**config.mk**
```make
export PLATFORM = sky130hd
export DESIGN_NAME = mm3h_ctrl
export DESIGN_NICKNAME = d
export VERILOG_FILES = /design/src/rtl/mm3h_pkg.sv /design/src/rtl/mm3h_ctrl.sv
export SDC_FILE = /design/constraint.sdc
export NUM_CORES = 1
export LEC_CHECK = 0
export BUFFER_PORTS_ARGS = -buffer_cell sky130_fd_sc_hd__buf_4
export CAP_MARGIN = 20
export CORE_AREA = 5 5 42 44
export CTS_CLUSTER_SIZE = 20
export DETAILED_ROUTE_END_ITERATION = 12
export DIE_AREA = 0 0 47 49
export GPL_TIMING_DRIVEN = 0
export PLACE_DENSITY = 0.81
export SLEW_MARGIN = 20
export SYNTH_ARGS = -nofsm -noshare
export SYNTH_HDL_FRONTEND = slang
export SYNTH_SLANG_ARGS = --single-unit
```
**constraint.sdc**
```tcl
create_clock -name i_clk -period 1.84 [get_ports i_clk]
set_input_delay 0.092 -clock i_clk [delete_from_list [all_inputs] [get_ports i_clk]]
set_output_delay 0.092 -clock i_clk [all_outputs]
set_load 0.1 [all_outputs]
```
**src/rtl/mm3h_pkg.sv**
```systemverilog
package mm3h_pkg;

    localparam int WORD_W   = 64;
    localparam int COUNT_W  = 5;
    localparam int LEN_W    = 32;
    localparam int CFG_IDX_W = 2;

    localparam logic [CFG_IDX_W-1:0] CFG_SEED = 2'd0;
    localparam logic [CFG_IDX_W-1:0] CFG_MODE = 2'd1;

    localparam logic [COUNT_W-1:0] BLOCK_BYTES = 5'd16;
    localparam logic [LEN_W:0]     LEN_LIMIT   = 33'h0_7FFF_FFFF;

    localparam logic [WORD_W-1:0] MIX_K1 = 64'h87c3_7b91_1142_53d5;
    localparam logic [WORD_W-1:0] MIX_K2 = 64'h4cf5_ad43_2745_937f;
    localparam logic [WORD_W-1:0] FIN_M1 = 64'hff51_afd7_ed55_8ccd;
    localparam logic [WORD_W-1:0] FIN_M2 = 64'hc4ce_b9fe_1a85_ec53;
    localparam logic [WORD_W-1:0] ADD_A  = 64'h0000_0000_52dc_e729;
    localparam logic [WORD_W-1:0] ADD_B  = 64'h0000_0000_3849_5ab5;

    // datapath operations, one per cycle
    typedef enum logic [3:0] {
        OP_NOP,
        OP_LOAD,
        OP_ROT,
        OP_MIX_H1,
        OP_MIX_H1B,
        OP_MIX_H2,
        OP_MIX_H2B,
        OP_TAIL_XOR,
        OP_FIN_LEN,
        OP_ADD1,
        OP_ADD2,
        OP_FM_PRE,
        OP_FM_MID,
        OP_FM_POST,
        OP_EMIT
    } t_dp_op;

    // constant pairs for the two lane multipliers
    typedef enum logic [1:0] {
        MS_K1K2,
        MS_K2K1,
        MS_M1,
        MS_M2
    } t_mul_sel;

    typedef struct packed {
        t_dp_op   op;
        logic     mul_go;
        t_mul_sel msel;
    } t_dp_cmd;

    typedef struct packed {
        logic in_last;
        logic in_full;
        logic out_busy;
    } t_dp_stat;

    function automatic logic [WORD_W-1:0] rotl64(input logic [WORD_W-1:0] v,
                                                 input int unsigned r);
        return (v << r) | (v >> (WORD_W - r));
    endfunction

endpackage

```
**src/rtl/mm3h_ctrl.sv**
```systemverilog
module mm3h_ctrl (
    input  logic                i_clk,
    input  logic                i_rst_n,
    input  logic                i_in_valid,
    output logic                o_in_ready,
    input  mm3h_pkg::t_dp_stat  i_stat,
    output mm3h_pkg::t_dp_cmd   o_cmd
);

    typedef enum logic [4:0] {
        S_IDLE,
        S_M1_ISSUE, S_M1_SUM, S_ROT,
        S_M2_ISSUE, S_M2_SUM, S_MIX,
        S_H1B, S_H2, S_H2B,
        S_FIN_LEN, S_FIN_ADD1, S_FIN_ADD2,
        S_FM_PRE, S_F1_ISSUE, S_F1_SUM, S_FM_MID,
        S_F2_ISSUE, S_F2_SUM, S_FM_POST,
        S_FIN_ADD3, S_FIN_ADD4, S_EMIT
    } t_state;

    t_state r_state;
    logic   r_last;
    logic   r_body;

    always_ff @(posedge i_clk) begin
        if (!i_rst_n) begin
            r_state <= S_IDLE;
            r_last  <= 1'b0;
            r_body  <= 1'b0;
        end else begin
            unique case (r_state)
                S_IDLE: begin
                    if (i_in_valid) begin
                        r_last  <= i_stat.in_last;
                        r_body  <= i_stat.in_full;
                        r_state <= S_M1_ISSUE;
                    end
                end
                S_M1_ISSUE: r_state <= S_M1_SUM;
                S_M1_SUM:   r_state <= S_ROT;
                S_ROT:      r_state <= S_M2_ISSUE;
                S_M2_ISSUE: r_state <= S_M2_SUM;
                S_M2_SUM:   r_state <= S_MIX;
                S_MIX:      r_state <= r_body ? S_H1B : S_FIN_LEN;
                S_H1B:      r_state <= S_H2;
                S_H2:       r_state <= S_H2B;
                S_H2B:      r_state <= r_last ? S_FIN_LEN : S_IDLE;
                S_FIN_LEN:  r_state <= S_FIN_ADD1;
                S_FIN_ADD1: r_state <= S_FIN_ADD2;
                S_FIN_ADD2: r_state <= S_FM_PRE;
                S_FM_PRE:   r_state <= S_F1_ISSUE;
                S_F1_ISSUE: r_state <= S_F1_SUM;
                S_F1_SUM:   r_state <= S_FM_MID;
                S_FM_MID:   r_state <= S_F2_ISSUE;
                S_F2_ISSUE: r_state <= S_F2_SUM;
                S_F2_SUM:   r_state <= S_FM_POST;
                S_FM_POST:  r_state <= S_FIN_ADD3;
                S_FIN_ADD3: r_state <= S_FIN_ADD4;
                S_FIN_ADD4: r_state <= S_EMIT;
                S_EMIT: begin
                    if (!i_stat.out_busy) begin
                        r_state <= S_IDLE;
                    end
                end
                default:    r_state <= S_IDLE;
            endcase
        end
    end

    assign o_in_ready = (r_state == S_IDLE);

    always_comb begin
        o_cmd.op     = mm3h_pkg::OP_NOP;
        o_cmd.mul_go = 1'b0;
        o_cmd.msel   = mm3h_pkg::MS_K1K2;
        unique case (r_state)
            S_IDLE:     if (i_in_valid) o_cmd.op = mm3h_pkg::OP_LOAD;
            S_M1_ISSUE: o_cmd.mul_go = 1'b1;
            S_ROT:      o_cmd.op = mm3h_pkg::OP_ROT;
            S_M2_ISSUE: begin
                o_cmd.mul_go = 1'b1;
                o_cmd.msel   = mm3h_pkg::MS_K2K1;
            end
            S_MIX:      o_cmd.op = r_body ? mm3h_pkg::OP_MIX_H1 : mm3h_pkg::OP_TAIL_XOR;
            S_H1B:      o_cmd.op = mm3h_pkg::OP_MIX_H1B;
            S_H2:       o_cmd.op = mm3h_pkg::OP_MIX_H2;
            S_H2B:      o_cmd.op = mm3h_pkg::OP_MIX_H2B;
            S_FIN_LEN:  o_cmd.op = mm3h_pkg::OP_FIN_LEN;
            S_FIN_ADD1, S_FIN_ADD3: o_cmd.op = mm3h_pkg::OP_ADD1;
            S_FIN_ADD2, S_FIN_ADD4: o_cmd.op = mm3h_pkg::OP_ADD2;
            S_FM_PRE:   o_cmd.op = mm3h_pkg::OP_FM_PRE;
            S_F1_ISSUE: begin
                o_cmd.mul_go = 1'b1;
                o_cmd.msel   = mm3h_pkg::MS_M1;
            end
            S_FM_MID:   o_cmd.op = mm3h_pkg::OP_FM_MID;
            S_F2_ISSUE: begin
                o_cmd.mul_go = 1'b1;
                o_cmd.msel   = mm3h_pkg::MS_M2;
            end
            S_FM_POST:  o_cmd.op = mm3h_pkg::OP_FM_POST;
            S_EMIT:     if (!i_stat.out_busy) o_cmd.op = mm3h_pkg::OP_EMIT;
            default: ;
        endcase
    end

endmodule

```
==> flow_metrics.tcl, run 1 <==
set metrics [dict create \
    status "complete, no violations" \
    wire_per_inst_um 15.53 \
    synthArstFlopShare_pct 0 \
    reg2reg_slack_ns 0.26 \
    syn_area_per_cell_sq_um 7.257 \
    grtUsageMet2_pct 26.47 \
    final_cell_mix "11 x buf_4, 8 x nand2_1, 6 x buf_6" \
    fmax_ghz 0.5648 \
    cts_max_path_buffers 2 \
    cap_violations 0 \
    slew_headroom_pct 71.53 \
    cts_setup_buffers 0 \
    synth_area_sq_um 653.1 \
    worstSetupPathType "reg -> out" \
    critical_path.endpoint "o_cmd[5]" \
    ios 14 \
    syn_nets 96 \
    postRouteAntennaNets 0 \
    ys_ff_latch 7 \
    die_x_um 47 \
    area_growth_pct 40.80 \
    wirelength_um 1910 \
    reg2reg_depth 5 \
    h-tree-depth 1 \
    critPathLaunch "r_state[1]$_SDFFE_PN0P_" \
    dpl.hpwl_um 1352 \
    cts_tree "yes" \
    fin_nets 114 \
    mostFrequentLayoutCell "buf_4" \
    hold_buffers 0 \
    worstReg2RegStart "r_state[2]$_SDFFE_PN0P_" \
    ir_worst_vdd_uv 1414 \
    grt_start_max_net_pins 11 \
    overflow 0 \
    hp-class "in -> reg" \
    synth-edff-count 0 \
    clkTransAtPathRegs_ns 0.05 \
    worstPathRequired_ns 1.75 \
    synth-simple-area-share_pct 27.78 \
    yosysWarningCount 0 \
    setup-violations-final 0 \
    io_buffers 13 \
    fin_skew_ns 0.003161 \
    drc 0 \
    synth_flop_cell "dfxtp_1" \
    cp.arrival_ns 1.68 \
    drt_first_pass_iters 4 \
    total_power_w 0.001521 \
    gr-usage-met3_pct 1.845 \
    place_congestion 0.9040 \
    synth_mux_area_share_pct 1.533 \
    drive_above_1_share_pct 41.12 \
    hold_viol_final 0 \
    slew_violations 0 \
    die_h_um 49 \
    dieArea_sq_um 2303 \
    crit_path_max_fanout 8 \
    antenna-diode-count 0 \
    critical_path.endpoint_type "output pin" \
    clock_sinks 7 \
    avgViaCountPerCell 6.341 \
    fp-row-count 14 \
    synth_cell_types 38 \
    startpoint_type "register" \
    numCtsBuffers 3 \
    leakagePower_nw 0.3432 \
    utilization_pct 65.63 \
    antenna_found_initial 0 \
    grt_usage_pct 17.35 \
    power_density_nw_per_um2 1653 \
    yosysSeqAreaShare_pct 21.46 \
    synth_compound_area_share_pct 36.97 \
    start_util_pct 46.61 \
    synth-xor-area-share_pct 4.023 \
    synth_top_family_by_area "compound AO/OA/AOI/OAI gates" \
    grtUsageMet1_pct 21.41 \
    r2r-end "r_state[0]$_SDFFE_PN0P_" \
    tightestPinTransition_ns 0.4225 \
    synthCells 90 \
    num_vias 780 \
    period_share_pct 96.22 \
    grt_pass1_vias 737 \
    root_buffer "clkbuf_4" \
    clkLatencyLatePin_ns 0.24 \
    core_area_sq_um 1401 \
    grt_pass1_wl_um 3029 \
    post-route-min-period_ns 1.770 \
    synth_adder_area_share_pct 0 \
    drt_iter0_markers 15 \
    globalRoute.busiestLayer "met2" \
]
-- where the power goes --
part           switching [W]  internal (W)
combinational       0.000799      0.000373
sequential         0.0000282      0.000187
clock              0.0000515     0.0000824
total               0.000879      0.000642
-- cells in the mapped netlist, types with 2 or more instances --
master    n  area [sq um]
nand2_1   9         33.78
dfxtp_1   7         140.1
nand2b_1  6         37.54
nor2_1    6         22.52
o21ai_0   5         25.02
buf_2     4         20.02
inv_1     4         15.01
nand3_1   4         20.02
nor3_1    4         20.02
a21oi_1   3         15.01
o22ai_1   3         18.77
a31oi_1   2         12.51
a32oi_1   2         17.52
clkbuf_1  2         7.510
nor2b_1   2         12.51
o21ai_1   2         10.01
o31a_1    2         17.52
o31ai_1   2         15.01
xnor2_1   2         17.52
-- how the worst min path moves through the flow --
stage	cells past startpoint	start	slack (ns)	to
finish	3	i_stat[1]	0.1	r_body$_SDFFE_PN0P_
global route	3	i_stat[1]	0.10	r_body$_SDFFE_PN0P_
CTS	3	i_stat[1]	0.09	r_body$_SDFFE_PN0P_
detailed placement	3	i_stat[2]	0.34	r_last$_SDFFE_PN0P_
global placement	3	i_stat[2]	0.34	r_last$_SDFFE_PN0P_
floorplan	1	i_rst_n	0.22	r_state[1]$_SDFFE_PN0P_
-- cell families after synthesis --
group	after synthesis
AO/OA/AOI/OAI	33
flip-flops	7
multiplexers	1
XOR/XNOR	3
buffers and inverters	11
AND/OR/NAND/NOR	35
-- state kept, by name, summed over array words and instances, names as in the netlist --
name / cells
r_last: 1
r_body: 1
r_state: 5
-- stage by stage --
stage               hold slack [ns]  TNS (ns)  cells  instance area, sq um  setup slack (ns)
floorplan                    0.2202    -1.498     90                 683.2           -0.5719
global placement             0.3360         0    119                 800.8            0.1048
detailed placement           0.3433         0    119                 800.8            0.1083
CTS                         0.08653  -0.08937    123                 858.3          -0.04338
global route                 0.1022  -0.04594    123                 919.6          -0.03012
finish                      0.09605         0    123                 919.6           0.06951
-- critical path, stage by stage (launching register included) --
cell and delay [ns]:
dfxtp_1 0.30, clkbuf_4 0.19, nand2_2 0.12, a2111oi_2 0.40, a41oi_2 0.10, nand2_1 0.14
buf_12 0.18
-- layer usage --
layer,wire [um],share of wire [%]
met5,0,0
met4,31,1.6
met3,143,7.5
met2,983,51
met1,751,39
-- cell type report --
cell class                      count  area [sq um]
Fill cell                         131         481.7
Inverter                            4         15.01
Multi-Input combinational cell     72         533.0
Sequential cell                     7         142.6
Timing Repair Buffer               13         117.6
Buffer                              7         65.06
Clock buffer                        4         26.28
Tap cell                           16         20.02
-- repair_timing --
item	4_1_cts	5_1_grt
endpoints found under the setup margin	4	6
hold endpoints to repair	0	0
resized for setup	9	22
cloned	0	0
No activity file was read; power rests on OpenSTA's default activity.
==> run 2: changes to the inputs <==
Settings changed: PLACE_DENSITY 0.81 to 0.74.
==> run 2 against run 1 <==
Design area down 0.14%; non-clock buffer count is the same; register-to-register slack got worse by 0.02 ns; critical endpoint is now o_cmd[6].
==> flow_metrics.tcl, run 2 (same netlist as run 1, synthesis figures left out) <==
set metrics [dict create \
    status "complete, no violations" \
    die_h_um 49 \
    regMostFlops "r_state" \
    fin_skew_ns 0.001339 \
    clkLatencyLatePin_ns 0.25 \
    largest_register_ffs 5 \
    dieArea_sq_um 2303 \
    ios 14 \
    wire_per_inst_um 15.45 \
    tightestPinTransition_ns 0.4214 \
    final_cell_mix "12 x buf_4, 8 x nand2_1, 5 x buf_6, 5 x nand2b_1" \
    clkTransAtPathRegs_ns 0.05 \
    die_x_um 47 \
    worstSetupPathType "reg -> out" \
    start_util_pct 46.61 \
    power_density_nw_per_um2 1642 \
    slew_headroom_pct 71.60 \
    area_growth_pct 40.61 \
    grt_usage_pct 18.70 \
    utilization_pct 65.54 \
    h-tree-depth 1 \
    cap_violations 0 \
    hp-class "in -> reg" \
    drive_above_1_share_pct 40.19 \
    worstPathRequired_ns 1.75 \
    top_regs "r_state: 5 flops, r_body: 1 flops, r_last: 1 flops" \
    reg2reg_depth 5 \
    period_share_pct 95.87 \
    cts_setup_buffers 0 \
    crit_path_max_fanout 10 \
    num_vias 798 \
    dpl.hpwl_um 1374 \
    fmax_ghz 0.5669 \
    startpoint_type "register" \
    place_congestion 0.9271 \
    setup-violations-final 0 \
    drc 0 \
    fp-row-count 14 \
    timing.hold.ws_ns 0.08931 \
    mostFrequentLayoutCell "buf_4" \
    setup_tns_ns 0 \
    grt_pass1_wl_um 3236 \
    critical_path.endpoint_type "output pin" \
    cp.arrival_ns 1.67 \
    post-route-min-period_ns 1.764 \
    grt_start_max_net_pins 11 \
    reg2reg_slack_ns 0.24 \
    grt_pass1_vias 702 \
    ir_worst_vdd_uv 1402 \
    root_buffer "clkbuf_4" \
    hold_end "r_body$_SDFFE_PN0P_" \
    min_from "i_stat[1]" \
    slew_violations 0 \
    drt_first_pass_iters 4 \
    wirelength_um 1900 \
    antenna-diode-count 0 \
    critPathLaunch "r_state[1]$_SDFFE_PN0P_" \
    numCtsBuffers 3 \
    hold_viol_final 0 \
    cts_tree "yes" \
    clock_sinks 7 \
    worstReg2RegStart "r_state[2]$_SDFFE_PN0P_" \
    core_area_sq_um 1401 \
    drt_iter0_markers 27 \
    io_buffers 13 \
    antenna_found_initial 0 \
    cts_max_path_buffers 2 \
    fin_nets 114 \
    overflow 0 \
    hold_depth 3 \
    postRouteAntennaNets 0 \
    leakagePower_nw 0.3410 \
    avgViaCountPerCell 6.488 \
    r2r-end "r_state[0]$_SDFFE_PN0P_" \
]
-- run 2: cell counts in the layout (fill, tap and decap cells not counted) --
No cell type changed its count.
-- run 2: per-layer routing --
layer	track usage (%)	up-vias	wire length [um]
met5	0	-	0
met4	5.991	0	22
met3	4.428	4	173
met2	26.92	45	971
met1	26.77	371	732
li1	-	378	-
-- run 2: area by class of cell --
class	count	area, sq um
Buffer	7	61.31
Clock buffer	4	26.28
Fill cell	120	483.0
Inverter	4	15.01
Multi-Input combinational cell	72	536.8
Sequential cell	7	146.4
Tap cell	16	20.02
Timing Repair Buffer	13	112.6
-- run 2: through the flow --
step,cells,instance area (sq um),setup WS [ns],total power [W]
global route,123,918.4,-0.01492,0.001596
CTS,123,863.3,-0.004354,0.001451
floorplan,90,683.2,-0.5719,0.001073
global placement,119,800.8,0.07377,0.001246
finish,123,918.4,0.07601,0.001508
detailed placement,119,800.8,0.08681,0.001263
-- run 2: worst max-delay path by stage --
stage	to	slack, ns	cells after the start
final	o_cmd[6]	0.08	6
after global routing	o_cmd[5]	-0.01	6
after CTS	o_cmd[5]	-0.004	6
after detailed placement	o_cmd[4]	0.09	6
after global placement	o_cmd[4]	0.07	6
after floorplan	o_cmd[4]	-0.57	5
-- run 2: power breakdown --
group          switching [W]  internal [W]
Sequential         0.0000297      0.000186
Combinational       0.000796      0.000360
Clock              0.0000541     0.0000826
Total               0.000880      0.000629
-- run 2: critical path, cell delays in order, from the launching register on --
cell	delay, ns
dfxtp_1	0.30
clkbuf_4	0.19
buf_4	0.20
o21ai_0	0.12
a221oi_2	0.26
o22ai_2	0.11
buf_4	0.24
-- run 2: repair_timing --
item / 4_1_cts / 5_1_grt
resized for setup: 12 / 16
hold buffers: 0 / 0
pin swaps: 0 / 0
endpoints found under the setup margin: 4 / 5
hold endpoints to repair: 0 / 0
